`config.mk`:
```
export PLATFORM = sky130hd
export DESIGN_NAME = keyed_record_list_table_unit
export DESIGN_NICKNAME = d
export VERILOG_FILES = /design/src/klt_pkg.sv /design/src/klt_ram.sv /design/src/klt_ctrl.sv /design/src/keyed_record_list_table_unit.sv
export SDC_FILE = /design/constraint.sdc
export NUM_CORES = 2
export LEC_CHECK = 0
export ABC_AREA = 1
export BUFFER_PORTS_ARGS = -buffer_cell sky130_fd_sc_hd__buf_2
export CORE_ASPECT_RATIO = 0.75
export CORE_UTILIZATION = 40
export CTS_CLUSTER_DIAMETER = 120
export DETAILED_ROUTE_END_ITERATION = 8
export GPL_ROUTABILITY_DRIVEN = 1
export GPL_TIMING_DRIVEN = 0
export SKIP_LAST_GASP = 1
export SLEW_MARGIN = 25
export SYNTH_ARGS = -nofsm -noshare
export SYNTH_HDL_FRONTEND = slang
export SYNTH_SLANG_ARGS = --single-unit
```
`constraint.sdc`:
```
create_clock -name i_clk -period 13.1 [get_ports i_clk]
set_input_delay 2.62 -clock i_clk [delete_from_list [all_inputs] [get_ports i_clk]]
set_output_delay 2.62 -clock i_clk [all_outputs]
set_load 0.02 [all_outputs]
```
`src/klt_pkg.sv`:
```
// shared constants, types and codes for the keyed record list table
`default_nettype none
package klt_pkg;

    localparam int DEPTH   = 16;
    localparam int IDX_W   = $clog2(DEPTH);
    localparam int PTR_W   = $clog2(DEPTH + 1);
    localparam int CMD_W   = 3;
    localparam int KEY_W   = 32;
    localparam int YEAR_W  = 16;
    localparam int SCORE_W = 32;
    localparam int NAME_W  = 32;
    localparam int STAT_W  = 2;
    localparam int ENTRY_W = 5;

    localparam logic [PTR_W-1:0] NIL = PTR_W'(DEPTH);

    localparam logic [CMD_W-1:0] CMD_INSERT = 3'd0;
    localparam logic [CMD_W-1:0] CMD_REMOVE = 3'd1;
    localparam logic [CMD_W-1:0] CMD_LOOKUP = 3'd2;
    localparam logic [CMD_W-1:0] CMD_UPDATE = 3'd3;
    localparam logic [CMD_W-1:0] CMD_CLEAR  = 3'd4;

    localparam logic [STAT_W-1:0] ST_OK        = 2'd0;
    localparam logic [STAT_W-1:0] ST_NOT_FOUND = 2'd1;
    localparam logic [STAT_W-1:0] ST_EMPTY     = 2'd2;
    localparam logic [STAT_W-1:0] ST_FULL      = 2'd3;

    typedef struct packed {
        logic signed [KEY_W-1:0] key;
        logic [YEAR_W-1:0]       year;
        logic [SCORE_W-1:0]      score;
        logic [NAME_W-1:0]       name;
    } t_rec;

    localparam int REC_W = $bits(t_rec);

    typedef struct packed {
        logic             we;
        logic [IDX_W-1:0] waddr;
        logic [IDX_W-1:0] raddr;
    } t_mem_req;

    typedef enum logic [1:0] {
        S_IDLE,
        S_FREE,
        S_WALK,
        S_UNLINK
    } t_state;

endpackage
`default_nettype wire

```
`src/klt_ram.sv`:
```
// generic single-write, single-read synchronous ram with registered read data
`default_nettype none
module klt_ram #(
    parameter int WIDTH = 8,
    parameter int DEPTH = 16,
    localparam int AW   = $clog2(DEPTH)
) (
    input  wire logic             i_clk,
    input  wire logic             i_we,
    input  wire logic [AW-1:0]    i_waddr,
    input  wire logic [WIDTH-1:0] i_wdata,
    input  wire logic [AW-1:0]    i_raddr,
    output logic      [WIDTH-1:0] o_rdata
);

    logic [WIDTH-1:0] r_mem [DEPTH];

    always_ff @(posedge i_clk) begin
        if (i_we) begin
            r_mem[i_waddr] <= i_wdata;
        end
    end

    always_ff @(posedge i_clk) begin
        o_rdata <= r_mem[i_raddr];
    end

endmodule
`default_nettype wire

```
`src/klt_ctrl.sv`:
```
// command sequencer: list walk, slot allocation, link rewrites and result register
`default_nettype none
module klt_ctrl (
    input  wire logic                              i_clk,
    input  wire logic                              i_rst_n,
    input  wire logic                              start,
    output logic                                   busy,
    input  wire logic [klt_pkg::CMD_W-1:0]         i_command,
    input  wire logic signed [klt_pkg::KEY_W-1:0]  i_record_key,
    input  wire logic signed [klt_pkg::KEY_W-1:0]  i_replacement_key,
    input  wire logic [klt_pkg::YEAR_W-1:0]        i_year_value,
    input  wire logic [klt_pkg::SCORE_W-1:0]       i_score_bits,
    input  wire logic [klt_pkg::NAME_W-1:0]        i_name_handle,
    output klt_pkg::t_mem_req                      o_rec_req,
    output klt_pkg::t_rec                          o_rec_wdata,
    input  wire klt_pkg::t_rec                     i_rec_rdata,
    output klt_pkg::t_mem_req                      o_link_req,
    output logic [klt_pkg::PTR_W-1:0]              o_link_wdata,
    input  wire logic [klt_pkg::PTR_W-1:0]         i_link_rdata,
    output logic                                   o_valid,
    output logic [klt_pkg::STAT_W-1:0]             o_status,
    output klt_pkg::t_rec                          o_found,
    output logic [klt_pkg::ENTRY_W-1:0]            o_entry_count
);
    import klt_pkg::*;

    t_state                   r_state, n_state;
    logic [PTR_W-1:0]         r_head, n_head;
    logic [PTR_W-1:0]         r_free, n_free;
    logic [PTR_W-1:0]         r_fresh, n_fresh;
    logic [PTR_W-1:0]         r_count, n_count;
    logic [CMD_W-1:0]         r_cmd, n_cmd;
    t_rec                     r_rec, n_rec;
    logic signed [KEY_W-1:0]  r_newkey, n_newkey;
    logic [IDX_W-1:0]         r_cur, n_cur;
    logic [PTR_W-1:0]         r_prev, n_prev;
    logic [IDX_W-1:0]         r_steps, n_steps;
    logic                     r_valid, n_valid;
    logic [STAT_W-1:0]        r_status, n_status;
    t_rec                     r_found, n_found;
    logic [ENTRY_W-1:0]       r_entry, n_entry;

    logic in_search;
    logic walk_match;
    logic walk_more;
    t_rec in_rec;

    assign in_search  = (i_command == CMD_REMOVE) || (i_command == CMD_LOOKUP)
                     || (i_command == CMD_UPDATE);
    assign walk_match = (i_rec_rdata.key == r_rec.key);
    assign walk_more  = (i_link_rdata < NIL) && (r_steps != IDX_W'(DEPTH - 1));
    assign in_rec     = '{key: i_record_key, year: i_year_value,
                          score: i_score_bits, name: i_name_handle};

    assign busy          = (r_state != S_IDLE);
    assign o_valid       = r_valid;
    assign o_status      = r_status;
    assign o_found       = r_found;
    assign o_entry_count = r_entry;

    // next state
    always_comb begin
        n_state = r_state;
        unique case (r_state)
            S_IDLE: begin
                if (start) begin
                    if (i_command == CMD_INSERT && r_count < NIL && r_free < NIL) begin
                        n_state = S_FREE;
                    end else if (in_search && r_head < NIL) begin
                        n_state = S_WALK;
                    end
                end
            end
            S_FREE: n_state = S_IDLE;
            S_WALK: begin
                if (walk_match) begin
                    n_state = (r_cmd == CMD_REMOVE) ? S_UNLINK : S_IDLE;
                end else if (!walk_more) begin
                    n_state = S_IDLE;
                end
            end
            S_UNLINK: n_state = S_IDLE;
            default:  n_state = S_IDLE;
        endcase
    end

    // datapath, memory requests and result
    always_comb begin
        n_head       = r_head;
        n_free       = r_free;
        n_fresh      = r_fresh;
        n_count      = r_count;
        n_cmd        = r_cmd;
        n_rec        = r_rec;
        n_newkey     = r_newkey;
        n_cur        = r_cur;
        n_prev       = r_prev;
        n_steps      = r_steps;
        n_valid      = 1'b0;
        n_status     = r_status;
        n_found      = r_found;
        n_entry      = r_entry;
        o_rec_req    = '{we: 1'b0, waddr: r_cur, raddr: r_head[IDX_W-1:0]};
        o_rec_wdata  = r_rec;
        o_link_req   = '{we: 1'b0, waddr: r_cur, raddr: r_head[IDX_W-1:0]};
        o_link_wdata = r_head;

        unique case (r_state)
            S_IDLE: begin
                if (start) begin
                    n_cmd    = i_command;
                    n_rec    = in_rec;
                    n_newkey = i_replacement_key;
                    n_cur    = r_head[IDX_W-1:0];
                    n_prev   = NIL;
                    n_steps  = '0;
                    priority if (i_command == CMD_INSERT) begin
                        priority if (r_count >= NIL) begin
                            n_valid  = 1'b1;
                            n_status = ST_FULL;
                            n_found  = '0;
                        end else if (r_free < NIL) begin
                            // reuse a freed slot: fetch its link first
                            o_link_req.raddr = r_free[IDX_W-1:0];
                        end else if (r_fresh < NIL) begin
                            o_rec_req.we       = 1'b1;
                            o_rec_req.waddr    = r_fresh[IDX_W-1:0];
                            o_rec_wdata        = in_rec;
                            o_link_req.we      = 1'b1;
                            o_link_req.waddr   = r_fresh[IDX_W-1:0];
                            o_link_wdata       = r_head;
                            n_head             = r_fresh;
                            n_fresh            = r_fresh + 1'b1;
                            n_count            = r_count + 1'b1;
                            n_valid            = 1'b1;
                            n_status           = ST_OK;
                            n_found            = in_rec;
                        end else begin
                            n_valid  = 1'b1;
                            n_status = ST_FULL;
                            n_found  = '0;
                        end
                    end else if (in_search) begin
                        if (r_head >= NIL) begin
                            n_valid  = 1'b1;
                            n_status = ST_EMPTY;
                            n_found  = '0;
                        end
                    end else if (i_command == CMD_CLEAR) begin
                        n_head   = NIL;
                        n_free   = NIL;
                        n_fresh  = '0;
                        n_count  = '0;
                        n_valid  = 1'b1;
                        n_status = ST_OK;
                        n_found  = '0;
                    end else begin
                        n_valid  = 1'b1;
                        n_status = ST_OK;
                        n_found  = '0;
                    end
                end
            end
            S_FREE: begin
                o_rec_req.we     = 1'b1;
                o_rec_req.waddr  = r_free[IDX_W-1:0];
                o_rec_wdata      = r_rec;
                o_link_req.we    = 1'b1;
                o_link_req.waddr = r_free[IDX_W-1:0];
                o_link_wdata     = r_head;
                n_free           = i_link_rdata;
                n_head           = r_free;
                n_count          = r_count + 1'b1;
                n_valid          = 1'b1;
                n_status         = ST_OK;
                n_found          = r_rec;
            end
            S_WALK: begin
                if (walk_match) begin
                    n_found  = i_rec_rdata;
                    n_status = ST_OK;
                    if (r_cmd == CMD_REMOVE) begin
                        // bypass the matched entry
                        if (r_prev < NIL) begin
                            o_link_req.we    = 1'b1;
                            o_link_req.waddr = r_prev[IDX_W-1:0];
                            o_link_wdata     = i_link_rdata;
                        end else begin
                            n_head = i_link_rdata;
                        end
                    end else begin
                        n_valid = 1'b1;
                        if (r_cmd == CMD_UPDATE) begin
                            o_rec_req.we    = 1'b1;
                            o_rec_req.waddr = r_cur;
                            o_rec_wdata     = '{key: r_newkey, year: r_rec.year,
                                                score: r_rec.score, name: r_rec.name};
                        end
                    end
                end else if (walk_more) begin
                    o_rec_req.raddr  = i_link_rdata[IDX_W-1:0];
                    o_link_req.raddr = i_link_rdata[IDX_W-1:0];
                    n_prev           = PTR_W'(r_cur);
                    n_cur            = i_link_rdata[IDX_W-1:0];
                    n_steps          = r_steps + 1'b1;
                end else begin
                    n_valid  = 1'b1;
                    n_status = ST_NOT_FOUND;
                    n_found  = '0;
                end
            end
            S_UNLINK: begin
                // removed slot goes on top of the free list
                o_link_req.we    = 1'b1;
                o_link_req.waddr = r_cur;
                o_link_wdata     = r_free;
                n_free           = PTR_W'(r_cur);
                if (r_count != '0) begin
                    n_count = r_count - 1'b1;
                end
                n_valid = 1'b1;
            end
            default: ;
        endcase

        if (n_valid) begin
            n_entry = ENTRY_W'(n_count);
        end
    end

    always_ff @(posedge i_clk) begin
        if (!i_rst_n) begin
            r_state <= S_IDLE;
            r_head  <= NIL;
            r_free  <= NIL;
            r_fresh <= '0;
            r_count <= '0;
            r_valid <= 1'b0;
        end else begin
            r_state <= n_state;
            r_head  <= n_head;
            r_free  <= n_free;
            r_fresh <= n_fresh;
            r_count <= n_count;
            r_valid <= n_valid;
        end
    end

    always_ff @(posedge i_clk) begin
        r_cmd    <= n_cmd;
        r_rec    <= n_rec;
        r_newkey <= n_newkey;
        r_cur    <= n_cur;
        r_prev   <= n_prev;
        r_steps  <= n_steps;
        r_status <= n_status;
        r_found  <= n_found;
        r_entry  <= n_entry;
    end

endmodule
`default_nettype wire

```
`src/keyed_record_list_table_unit.sv`:
```
// insert into a never-used slot, clear, unused codes and full or empty results answer straight
// from idle; insert into a freed slot reads its link, then writes it; lookup, update and
// a missed key walk the list, one read per link on the record and link rams, 1..DEPTH links;
// a remove that hits adds an unlink step. one command at a time; the next start is taken in the
// cycle the result shows. results are strobed for one cycle and cannot be stalled.
// reset clears head, free list, fill count and valid; the entry count and rams are not cleared.
`default_nettype none
module keyed_record_list_table_unit (
    input  wire logic                              i_clk,
    input  wire logic                              i_rst_n,
    input  wire logic                              start,
    output logic                                   busy,
    input  wire logic [klt_pkg::CMD_W-1:0]         i_command,
    input  wire logic signed [klt_pkg::KEY_W-1:0]  i_record_key,
    input  wire logic signed [klt_pkg::KEY_W-1:0]  i_replacement_key,
    input  wire logic [klt_pkg::YEAR_W-1:0]        i_year_value,
    input  wire logic [klt_pkg::SCORE_W-1:0]       i_score_bits,
    input  wire logic [klt_pkg::NAME_W-1:0]        i_name_handle,
    output logic                                   o_valid,
    output logic [klt_pkg::STAT_W-1:0]             o_status,
    output logic signed [klt_pkg::KEY_W-1:0]       o_found_key,
    output logic [klt_pkg::YEAR_W-1:0]             o_found_year,
    output logic [klt_pkg::SCORE_W-1:0]            o_found_score,
    output logic [klt_pkg::NAME_W-1:0]             o_found_name,
    output logic [klt_pkg::ENTRY_W-1:0]            o_entry_count
);
    import klt_pkg::*;

    t_mem_req         rec_req;
    t_mem_req         link_req;
    t_rec             rec_wdata;
    t_rec             rec_rdata;
    logic [REC_W-1:0] rec_rdata_bits;
    logic [PTR_W-1:0] link_wdata;
    logic [PTR_W-1:0] link_rdata;
    t_rec             found;

    assign rec_rdata = t_rec'(rec_rdata_bits);

    klt_ram #(.WIDTH(REC_W), .DEPTH(DEPTH)) u_rec_ram (
        .i_clk   (i_clk),
        .i_we    (rec_req.we),
        .i_waddr (rec_req.waddr),
        .i_wdata (REC_W'(rec_wdata)),
        .i_raddr (rec_req.raddr),
        .o_rdata (rec_rdata_bits)
    );

    klt_ram #(.WIDTH(PTR_W), .DEPTH(DEPTH)) u_link_ram (
        .i_clk   (i_clk),
        .i_we    (link_req.we),
        .i_waddr (link_req.waddr),
        .i_wdata (link_wdata),
        .i_raddr (link_req.raddr),
        .o_rdata (link_rdata)
    );

    klt_ctrl u_ctrl (
        .i_clk             (i_clk),
        .i_rst_n           (i_rst_n),
        .start             (start),
        .busy              (busy),
        .i_command         (i_command),
        .i_record_key      (i_record_key),
        .i_replacement_key (i_replacement_key),
        .i_year_value      (i_year_value),
        .i_score_bits      (i_score_bits),
        .i_name_handle     (i_name_handle),
        .o_rec_req         (rec_req),
        .o_rec_wdata       (rec_wdata),
        .i_rec_rdata       (rec_rdata),
        .o_link_req        (link_req),
        .o_link_wdata      (link_wdata),
        .i_link_rdata      (link_rdata),
        .o_valid           (o_valid),
        .o_status          (o_status),
        .o_found           (found),
        .o_entry_count     (o_entry_count)
    );

    assign o_found_key   = found.key;
    assign o_found_year  = found.year;
    assign o_found_score = found.score;
    assign o_found_name  = found.name;

endmodule
`default_nettype wire
```
==> results.md <==
* Outcome: completed
* Cell variety after synth at 41
* Synthesized flop and latch total at 2,291
* Placed wire-length estimate at 216.2 mm
* Vias in the first global route at 61.64k
* Cts hold-fix bufs at 0
* Core Rows at 154
* Post-route clock period utilization at 0.4600
* # DRC at 0
* H-tree lvl count at 4
* Wire per inst at 25.69 microns
* Drt via density at 5.513
* Syn Nets at 8,015
* Slowest stage delay, CP at 740 ps
* Yosys warnings at 0
* Clock root cell: clkbuf_16
* Grt met3 use at 0.05424
* Sequential fraction of the synthesis area at 0.7138
* Post-Synthesis Cells at 7,857
* Gr usage total at 0.2523
* Die width at 563.0 microns
* Fin crit period at 6026 ps
* Worst-path clk slew at 70 ps
* Max-slew violation count at 0
* Lkg Pwr at 42.61 nW
* Number of I/O port buffers at 269
* Slew headroom at 0.2779
* Register area at 0.06739 sq mm
* Clock Skew at 41.50 ps
* Multi-input logic area at 0.02095 sq mm
* Slowest cell on the critical path: nor2_4
* Yosys top cell by area: edfxtp_1
* Post-synth EDFFs at 2,151
* Final global-route overflow total at 0
* Kind of critical path: in2reg
* Max IR drop VDD at 207.6 uV
* Setup violations, final at 0
* First-pass GRT wire length at 435.9 mm
* Total negative setup slack at 0 ps
* CTS tree: yes
* Top cells by area, synth: edfxtp_1, o211ai_1, nand2_1
* Mapped Area at 0.09441 sq mm
* Final Util at 0.4737
* Top cell by count, worst path: nor2_1
* Critical Path RT at 13,670 ps
* Clk sink count at 2,291
* Met2 usage at 0.3719
* Final hold viol count at 0
* Initial core utilization at 0.4023
* Setup bufs post-CTS at 0
* Worst path top cell family by delay: simple AND/OR/NAND/NOR gates
* GPL Wtd Cong at 0.8755
* Most used DFF post-synth: edfxtp_1
* Unrepaired setup endpoints after global routing: false
* Die Y at 422.7 microns
* Syn Area/Cell at 12.02 sq um
* F_max at 165.9 MHz
* Slew at the pin closest to its max-slew limit at 1083 ps
* Total power at 26.37 mW
* I/O Pins at 271
* CTS max path bufs at 3
* Top-area cell type share of the netlist area at 0.6841
* Via count at 65.36k
* Cells after DPL at 11.42k
* CP startpoint kind: primary input
* Power per cell area at 237.2 mW/mm^2
* Worst skew pair latency at 890 ps
* Wirelength, routed at 304.5 mm
* Nets@finish at 8,686
* Largest net degree at the start of global routing at 75
* Layout area overhead at 17.75%
* Total CTS buffers at 225
* Layout cell share with drive strength beyond 1 at 0.1338
* DRT iter0 DRCs at 8,782
* Layout filler cell count at 20.61k
* Core Region at 0.2347 sq mm
* Synth async-reset ratio at 0
* Detailed Routing Iterations Pass 1 at 8
* Layout Cells excl Fill at 11.86k
* Final ANT Viol Nets at 0
* CP bufs+invs at 5
* Critical-path maximum fanout at 19
* Post-CTS Resized at 0
* Met1 usage at 0.3691
* CP arrival at 6600 ps
* Grt peak-use layer: met2
* Critical path cell sequence: buf_2 > nor2_1 > nand2_1 > nor2_1 > nand2_1 > nor2_1 > nor2_1 > o21a_1 > nor2_1 > nand4_1 > nor2_4 > buf_12 > buf_16 > buf_12 > buf_16
* Hold Path Class: reg2reg
* Setup crit end kind: flip-flop
* Die Footprint at 0.2380 sq mm
* Initial antenna violation count at 23
* WHS at 511.5 ps
* Max-cap viol count at 0
placed cells by master (no fill, tap or decap), types with 5 or more instances in the layout:
| cell | count |
|---|---|
| nand3_1 | 893 |
| nor2_4 | 17 |
| o211ai_1 | 931 |
| buf_6 | 50 |
| clkbuf_16 | 230 |
| a21oi_1 | 40 |
| nand3b_1 | 9 |
| nor2_1 | 65 |
| clkinvlp_4 | 6 |
| dfxtp_1 | 140 |
| buf_4 | 19 |
| o22ai_1 | 18 |
| o21ai_0 | 255 |
| buf_2 | 492 |
| inv_6 | 6 |
| inv_1 | 1234 |
| clkbuf_1 | 272 |
| clkinv_1 | 51 |
| bufinv_16 | 16 |
| clkbuf_8 | 11 |
| o221ai_2 | 36 |
| nand2_1 | 1394 |
| buf_16 | 64 |
| clkbuf_2 | 9 |
| ha_1 | 8 |
| a31oi_1 | 9 |
| buf_1 | 39 |
| xnor2_1 | 19 |
| inv_2 | 19 |
| o22ai_2 | 78 |
| diode_2 | 7 |
| clkinv_2 | 36 |
| nor3_1 | 8 |
| nand4_1 | 5 |
| edfxtp_1 | 2151 |
| buf_12 | 49 |
layout make-up:
class	instances	share of cell area
Inverter	1257	0.04251
Clock buffer	305	0.05530
Multi-Input combinational cell	3817	0.1884
Clock inverter	122	0.009679
Buffer	492	0.02010
Antenna cell	7	0.0001576
Sequential cell	2291	0.6062
Tap cell	3120	0.03512
Timing Repair Buffer	444	0.04249
path summary, 6_finish.rpt:
path,start,endpoint,slack (ps),depth (start not counted)
setup / recovery,i_command[0],u_rec_ram.r_mem[11][39]$_DFFE_PP_,7070,15
hold / removal,u_ctrl.r_head[4]$_SDFFE_PN1P_,u_ctrl.r_head[4]$_SDFFE_PN1P_,510,2
setup reg to reg,u_ctrl.r_rec[92]$_DFFE_PP_,u_rec_ram.r_mem[11][39]$_DFFE_PP_,7750,19
hold reg to reg,u_ctrl.r_head[4]$_SDFFE_PN1P_,u_ctrl.r_head[4]$_SDFFE_PN1P_,510,2
routing by layer:
layer  vias up  part of all wire  wire length, microns
li1      29210                 -                     -
met1     32300              0.43                131300
met2      3331              0.43                131800
met3       501              0.10                 31150
met4        20             0.033                 10170
met5         -           0.00041                   126
worst min-delay path, delay by kind of cell (launching register included):
family / cells / cell delay [ps]
AOI/OAI and AO/OA: 2 / 130
DFF: 1 / 350
power breakdown:
group	switching, mW	internal (mW)
Clock	2.83	3.60
Sequential	0.280	9.30
Combinational	7.72	2.64
flip-flops by register name, summed over array words and instances, names as in the netlist, 3 cells and up:
signal                cells
u_rec_ram.r_mem        1792
u_ctrl.o_found          112
u_ctrl.r_rec            112
u_rec_ram.o_rdata       112
u_link_ram.r_mem         80
u_ctrl.r_newkey          32
u_ctrl.o_entry_count      5
u_ctrl.r_count            5
u_ctrl.r_free             5
u_ctrl.r_fresh            5
u_ctrl.r_head             5
u_ctrl.r_prev             5
u_link_ram.o_rdata        5
u_ctrl.r_cur              4
u_ctrl.r_steps            4
u_ctrl.r_cmd              3
kinds of logic after synthesis:
logic type	count (synthesis)	share of synthesized area
AOI/OAI and AO/OA	1384	0.1014
adders and majority gates	8	0.001060
xor gates and xnor gates	20	0.001855
buffers and inverters	1749	0.07344
DFF	2291	0.7138
and+or+nand+nor	2405	0.1084
through the flow:
stage               area [sq um]  setup WS [ps]
global route              111200           6833
CTS                       111100           7172
finish                    111200           7074
global placement           99660          -5030
detailed placement        103900           6252
floorplan                  94410           1465
synth_stat cells (40+ instances only):
master,count
dfxtp_1,140
o22ai_1,96
nand2_1,1394
buf_2,220
nand3_1,893
a21oi_1,40
o21ai_0,256
inv_1,1235
clkbuf_1,219
o211ai_1,931
edfxtp_1,2151
nor2_1,82
No activity file was read; power rests on OpenSTA's default activity.
